==> config.mk <==
export PLATFORM = sky130hd
export DESIGN_NAME = hmt_cell
export DESIGN_NICKNAME = d
export VERILOG_FILES = /design/src/rtl/core/hmt_pkg.sv /design/src/rtl/core/hmt_cell.sv
export SDC_FILE = /design/constraint.sdc
export NUM_CORES = 1
export LEC_CHECK = 0
export BUFFER_PORTS_ARGS = -buffer_cell sky130_fd_sc_hd__buf_2
export CAP_MARGIN = 25
export CORE_AREA = 2 2 369 371
export CTS_BUF_LIST = sky130_fd_sc_hd__clkbuf_4
export CTS_CLUSTER_DIAMETER = 50
export DETAILED_ROUTE_END_ITERATION = 16
export DIE_AREA = 0 0 371 373
export PLACE_DENSITY = 0.34
export SYNTH_ARGS = -nofsm -noshare
export SYNTH_HDL_FRONTEND = slang
export SYNTH_SLANG_ARGS = --single-unit
==> constraint.sdc <==
create_clock -name clk -period 7.3 [get_ports clk]
set_input_delay 0.73 -clock clk [delete_from_list [all_inputs] [get_ports clk]]
set_output_delay 0.73 -clock clk [all_outputs]
set_load 0.01 [all_outputs]
==> src/rtl/core/hmt_pkg.sv <==
// Shared codes for the heartbeat membership table.
package hmt_pkg;

    typedef enum logic [1:0] {
        OP_OBSERVE = 2'd0,
        OP_LEAVE   = 2'd1,
        OP_SWEEP   = 2'd2,
        OP_QUERY   = 2'd3
    } opcode_t;

    typedef enum logic [3:0] {
        ST_ACCEPTED  = 4'd0,
        ST_DUPLICATE = 4'd1,
        ST_STALE_INC = 4'd2,
        ST_STALE_SEQ = 4'd3,
        ST_INVALID   = 4'd4,
        ST_FULL      = 4'd5,
        ST_LEFT      = 4'd6,
        ST_REFUSED   = 4'd7,
        ST_DONE      = 4'd8
    } status_t;

    typedef enum logic [1:0] {
        CFG_TTL       = 2'd0,
        CFG_RETENTION = 2'd1,
        CFG_LIMIT     = 2'd2
    } cfg_index_t;

    typedef enum logic [1:0] {
        FSM_IDLE  = 2'd0,
        FSM_SCAN  = 2'd1,
        FSM_APPLY = 2'd2
    } fsm_t;

    localparam int KEY_W  = 64;
    localparam int TTL_W  = 22;
    localparam int RET_W  = 27;
    localparam int DROP_W = 28;
    localparam int LIM_W  = 7;
    localparam int CNT_W  = 7;

endpackage

==> src/rtl/core/hmt_cell.sv <==
// One table slot: ages itself and folds its entry into the passing scan token.
module hmt_cell #(
    parameter int IDX = 0,
    parameter int IW  = 6,
    parameter int TW  = 48,
    parameter int CW  = 7,
    parameter int GW  = 8,
    parameter int TOK_W = 1 + GW + 1 + IW + 64 + 64 + 1 + 3 * CW + 1 + IW + 1 + IW + TW + 64
) (
    input  logic                      clk,
    input  logic                      rst_n,
    input  logic [TOK_W-1:0]          tok_in,
    output logic [TOK_W-1:0]          tok_out,
    input  logic                      age_en,
    input  logic [hmt_pkg::KEY_W-1:0] op_key,
    input  logic [63:0]               op_inc,
    input  logic [63:0]               op_seq,
    input  logic [TW-1:0]             now,
    input  logic [hmt_pkg::TTL_W-1:0] ttl,
    input  logic [hmt_pkg::DROP_W-1:0] drop,
    input  logic                      wr_en,
    input  logic [IW-1:0]             wr_idx,
    input  logic [TW-1:0]             wr_seen,
    input  logic                      wr_exp,
    input  logic                      clr_en,
    input  logic [IW-1:0]             clr_idx
);

    typedef struct packed {
        logic                      valid;
        logic [GW-1:0]             gdelta;
        logic                      found;
        logic [IW-1:0]             fidx;
        logic [63:0]               finc;
        logic [63:0]               fseq;
        logic                      fexp;
        logic [CW-1:0]             used_cnt;
        logic [CW-1:0]             alive;
        logic [CW-1:0]             expc;
        logic                      free_ok;
        logic [IW-1:0]             free_idx;
        logic                      ev_ok;
        logic [IW-1:0]             ev_idx;
        logic [TW-1:0]             ev_seen;
        logic [hmt_pkg::KEY_W-1:0] ev_key;
    } tok_t;

    localparam logic [IW-1:0] MY_IDX = IW'(IDX);

    tok_t tin;
    tok_t tnext;
    tok_t tout_reg;

    logic                      used_reg;
    logic                      exp_reg;
    logic [hmt_pkg::KEY_W-1:0] key_reg;
    logic [63:0]               inc_reg;
    logic [63:0]               seq_reg;
    logic [TW-1:0]             seen_reg;

    logic [TW-1:0] age;
    logic          mark_exp;
    logic          rm;
    logic          exp1;
    logic          used1;
    logic          better;

    assign tin     = tok_in;
    assign tok_out = tout_reg;

    always_comb
    begin
        age      = (now > seen_reg) ? now - seen_reg : '0;
        mark_exp = used_reg && age_en && !exp_reg && (age >= TW'(ttl));
        exp1     = exp_reg || mark_exp;
        rm       = used_reg && age_en && exp1 && (age >= TW'(drop));
        used1    = used_reg && !rm;
        better   = !tin.ev_ok || (seen_reg < tin.ev_seen) ||
                   ((seen_reg == tin.ev_seen) && (key_reg < tin.ev_key));

        tnext          = tin;
        tnext.gdelta   = tin.gdelta + GW'(mark_exp) + GW'(rm);
        tnext.used_cnt = tin.used_cnt + CW'(used1);
        tnext.alive    = tin.alive + CW'(used1 && !exp1);
        tnext.expc     = tin.expc + CW'(used1 && exp1);
        if (used1 && !tin.found && (key_reg == op_key))
        begin
            tnext.found = 1'b1;
            tnext.fidx  = MY_IDX;
            tnext.finc  = inc_reg;
            tnext.fseq  = seq_reg;
            tnext.fexp  = exp1;
        end
        if (!used1 && !tin.free_ok)
        begin
            tnext.free_ok  = 1'b1;
            tnext.free_idx = MY_IDX;
        end
        if (used1 && exp1 && better)
        begin
            tnext.ev_ok   = 1'b1;
            tnext.ev_idx  = MY_IDX;
            tnext.ev_seen = seen_reg;
            tnext.ev_key  = key_reg;
        end
    end

    always_ff @(posedge clk or negedge rst_n)
    begin
        if (!rst_n)
        begin
            tout_reg <= '0;
            used_reg <= 1'b0;
        end
        else
        begin
            tout_reg <= tnext;
            // an evicted slot that is refilled in the same cycle stays in use
            if (wr_en && (wr_idx == MY_IDX))
                used_reg <= 1'b1;
            else if (clr_en && (clr_idx == MY_IDX))
                used_reg <= 1'b0;
            else if (tin.valid)
                used_reg <= used1;
        end
    end

    always_ff @(posedge clk)
    begin
        if (wr_en && (wr_idx == MY_IDX))
        begin
            exp_reg  <= wr_exp;
            key_reg  <= op_key;
            inc_reg  <= op_inc;
            seq_reg  <= op_seq;
            seen_reg <= wr_seen;
        end
        else if (tin.valid)
            exp_reg <= exp1;
    end

endmodule

Word level (Yosys, flattened, before mapping)
Index checks and enable logic that the tools add are counted.
{"block": "word_totals", "out_inout_bits": 292, "input_bits": 648, "reg_bits": 534}
{"block": "op_classes", "n_eq_ne": 2, "mux": 9, "n_reduce_logical": 29, "n_addsub": 6, "magnitude_cmp": 5}
{"cell": "136-bit two-way mux", "n": 1}
{"cell": "119-bit two-way mux", "n": 1}
{"cell": "64-bit equality test", "n": 1}
{"cell": "64-bit less-than comparator", "n": 1}
{"cell": "48-bit equality test", "n": 1}
{"cell": "48-bit by 22-bit >= comparator with 1-bit output", "n": 1}
{"cell": "48-bit by 28-bit >= comparator with 1-bit output", "n": 1}
{"cell": "48-bit greater-than comparator", "n": 1}
{"cell": "48-bit less-than comparator", "n": 1}
{"cell": "48-bit two-way mux", "n": 1}
{"cell": "48-bit subtractor", "n": 1}
{"cell": "7-bit by 1-bit adder with 7-bit output", "n": 3}
{"cell": "8-bit by 1-bit adder with 8-bit output", "n": 2}
{"cell": "1-bit logical AND", "n": 15}
{"cell": "6-bit zero test", "n": 2}
{"cell": "1-bit zero test", "n": 7}
{"cell": "7-bit two-way mux", "n": 1}
{"cell": "1-bit two-way mux", "n": 5}
{"cell": "1-bit logical OR", "n": 3}
{"cell": "3-bit nonzero test", "n": 1}
{"cell": "2-bit nonzero test", "n": 1}

Longest topological paths before layout
{"block": "logic_depth", "depth_word": 12, "depth_mapped": 32}

Worst setup path after synthesis
No wires, ideal clock.
{"block": "synth_path", "kind": "input -> register", "start": "input port wr_idx[2]", "end": "register inc_reg[0] (enable)", "n_path_buf": 0, "arrival_ns": 5.787, "stages": 3, "slack_ns": 0.923, "path_cell_list": "nor4b_1 -> nand2_1 -> inv_1"}
{"block": "synth_via", "elab_chain_len": 2}
{"element": "start: declaration", "line": "hmt_cell.sv:22", "rtl": "input logic [IW-1:0] wr_idx,"}
{"element": "6-bit zero test", "line": "hmt_cell.sv:130", "rtl": "if (wr_en && (wr_idx == MY_IDX))"}
{"element": "1-bit logical AND", "line": "hmt_cell.sv:130"}
{"element": "end signal: assignment", "line": "hmt_cell.sv:134", "rtl": "inc_reg <= op_inc;"}
{"element": "end: declaration", "line": "hmt_cell.sv:57", "rtl": "logic [63:0] inc_reg;"}
Every way passes these cells.
A chain may end at the register's enable or synchronous reset.

==> results.sh <==
export IMPL_grt_max_degree=116
export IMPL_synth_seq_cells=534
export IMPL_synth_flop_cell="dfrtp_1"
export IMPL_ir_worst_vdd_mv=0.141
export IMPL_insertion_delay_ps=1170
export IMPL_routed_wl_microns=126000
export IMPL_rrSetupSlack_ps=560
export IMPL_yosysTopAreaCellShare=0.279
export IMPL_num_vias=23200
export IMPL_finClkSkew_ps=94.9
export IMPL_core_area_sq_um=135000
export IMPL_slowest_stage="dlygate4sd3_1"
export IMPL_grt_pass1_wl_microns=176000
export IMPL_critPathArrivalTime_ps=7830
export IMPL_area_growth_pct=56.8
export IMPL_htree_num_levels=4
export IMPL_drc=0
export IMPL_grt_pass1_vias=25400
export IMPL_clockRootBuffer="clkbuf_4"
export IMPL_crit_top_cell="ha_1"
export IMPL_syn_avg_cell_area_sq_um=12.5
export IMPL_finalWorstSetupSlack_ps=559
export IMPL_numPortBuffers=939
export IMPL_p_sw_mw=2.42
export IMPL_rsz0062_at_grt="no"
export IMPL_p_seq_frac=0.414
export IMPL_yosysTopAreaCell="dfrtp_1"
export IMPL_antenna_found_initial=41
export IMPL_final_nets=4624
export IMPL_cp_max_fo=22
export IMPL_numCtsBuffers=169
export IMPL_initial_utilization=0.196
export IMPL_clkPwrFrac=0.397
export IMPL_layout_common_cells="938 x buf_2, 550 x dlygate4sd3_1, 293 x dfrtp_1"
export IMPL_grt_util_met1=0.207
export IMPL_postRouteAntennaNets=0
export IMPL_yosysSeqAreaShare=0.553
export IMPL_place_ws_ps=-56.8
export IMPL_comb_power_share=0.189
export IMPL_critical_path_class="reg -> reg"
export IMPL_netlist_instances=2104
export IMPL_ys_warn_count=0
export IMPL_tritoncts="yes"
export IMPL_drv_slew=0
export IMPL_reg2reg_depth=30
export IMPL_largest_reg_flops=292
export IMPL_hold_viol_final=0
export IMPL_gr_total_overflow=0
export IMPL_gr_usage_all_layers=0.179
export IMPL_die_area_sq_um=138000
export IMPL_first_pass_iters=7
export IMPL_io_pins=940
export IMPL_crit_path_start_kind="flip-flop"
export IMPL_postLayoutCoreUtil=0.307
export IMPL_fin_crit_sh=0.923
export IMPL_setup_viol=0
export IMPL_final_common_cell="buf_2"
export IMPL_max_cap_viol_count=0
export IMPL_worst_pin_slew_ps=1060
export IMPL_ys_top_cells_by_area="dfrtp_1 28%, edfxtp_1 27%, ha_1 10%"
export IMPL_synth_edf_count=241
export IMPL_row_count=135
export IMPL_vias_per_cell=4.06
export IMPL_clkSlewWorstSetupHoldPaths_ps=70
export IMPL_p_leak_nw=19.1
export IMPL_powerDensity_nw_per_um2=198
export IMPL_status="finished, final reports clean"
export IMPL_r2r_start="seen_reg[0]"
export IMPL_syn_nets=2968
export IMPL_drive_above_1_share=0.359
export IMPL_fill_cells=14200
export IMPL_switching_share=0.296
export IMPL_critPathMaxStageDelay_ps=560
export IMPL_max_slew_margin=0.292
export IMPL_syn_cell_area_sq_um=26300
export IMPL_cts_buffer_depth=3
export IMPL_drt_iter0_drc=941
export IMPL_r2r_end="tok_out[144]"
export IMPL_fp_dieH_microns=373
export IMPL_synthArstFlopShare=0.549
export IMPL_hpwl_microns=102000
export IMPL_grt_busiest_layer="met2"
export IMPL_die_width_microns=371
export IMPL_place_gp_congestion=0.854
export IMPL_wl_per_cell_microns=22.1
export IMPL_max_freq_mhz=148
export IMPL_synth_cell_types=72
export IMPL_grtUsageMet3=0.0510
export IMPL_use_met2=0.311
export IMPL_postCtsSetupRepairBufs=0
export IMPL_period_minus_slack_ps=6740
export IMPL_clock_sinks=534
export IMPL_holdCritPathClass="in -> async"
export IMPL_crit_path_end_kind="flip-flop"
export IMPL_p_int_mw=5.75
export IMPL_worstPathRequired_ps=8390
-- worst max path at each step --
stage	slack, ps	endpoint	start
floorplan	920	inc_reg[0]	wr_idx[2]
global placement	60	tok_out[148]	now[0]
detailed placement	-60	tok_out[132]	now[0]
CTS	40	tok_out[144]	seen_reg[0]
global route	10	tok_out[144]	seen_reg[0]
finish	560	tok_out[144]	seen_reg[0]
-- cells by family (layout without fill, tap and decap cells) --
kind of cell	Yosys count	count (layout)	share of synthesized area
simple gates	369	369	0.0734
fa+ha+maj	217	217	0.104
buf+inv	287	2078	0.0468
compound gates	337	337	0.0826
flops	534	534	0.553
other cells	0	30	0
xor+xnor	117	117	0.0389
mux	243	243	0.101
-- synthesized netlist by cell type, types with 16 or more instances --
cell type,n
nor4_1,18
xor2_1,40
nor2_1,71
mux2i_1,56
nand3_1,27
o211ai_1,18
and2_1,20
mux2_1,91
inv_1,237
a21oi_1,108
nand4_1,61
dfrtp_1,293
nor3_1,16
o21ai_0,57
ha_1,214
a211oi_1,19
mux2_2,96
nor2b_1,32
nand2_1,73
a21o_1,42
edfxtp_1,241
xnor2_1,77
-- power by group through the flow --
stage | logic [mW] | registers, mW | clock network, mW
global route | 1.68 | 3.39 | 3.55
detailed placement | 1.30 | 3.44 | 0
floorplan | 0.513 | 3.51 | 0
finish | 1.54 | 3.38 | 3.24
CTS | 1.58 | 3.38 | 3.40
global placement | 1.31 | 3.44 | 0
-- critical path, delay by kind of cell (launching register included) --
kind / cells / cell delay (ps)
and+or+nand+nor: 7 / 1000
xor gates and xnor gates: 1 / 150
AOI/OAI and AO/OA: 12 / 2410
adders and majority gates: 6 / 1690
DFF: 1 / 440
buffers and inverters: 4 / 1040
-- per-layer routing --
layer / wire length, microns / vias up
met5: 124 / -
met4: 4200 / 22
met3: 8420 / 217
met2: 63100 / 787
met1: 50300 / 11100
li1: - / 11000
-- what timing repair did --
| item | in CTS | in global routing |
|---|---|---|
| endpoints found under the hold margin | 621 | 0 |
| hold buffers | 550 | 0 |
| gates resized for setup | 0 | 7 |
| endpoints found under the setup margin | 0 | 16 |
-- metrics by stage --
step                TNS, ps  power [mW]  hold slack [ps]  instance area (sq um)  std cells
floorplan                 0        4.02              434                  26300       2104
global placement          0        4.75              442                  33400       4820
detailed placement    -1080        4.74              449                  33400       4820
CTS                       0        8.36             12.5                  41200       5676
global route              0        8.62              104                  41200       5695
finish                    0        8.16              210                  41300       5706
-- area by class of cell --
cell class | count | area (sq um) | area share
sequential | 534 | 14600 | 0.353
timing repair buffer | 1535 | 10700 | 0.259
multi-input combinational | 1283 | 10600 | 0.256
tap | 1781 | 2230 | 0.0540
clock buffer | 273 | 2050 | 0.0497
inverter | 237 | 897 | 0.0217
clock inverter | 33 | 214 | 0.00518
antenna | 30 | 75.1 | 0.00182
Note: power is estimated with default switching activity, not from simulation.
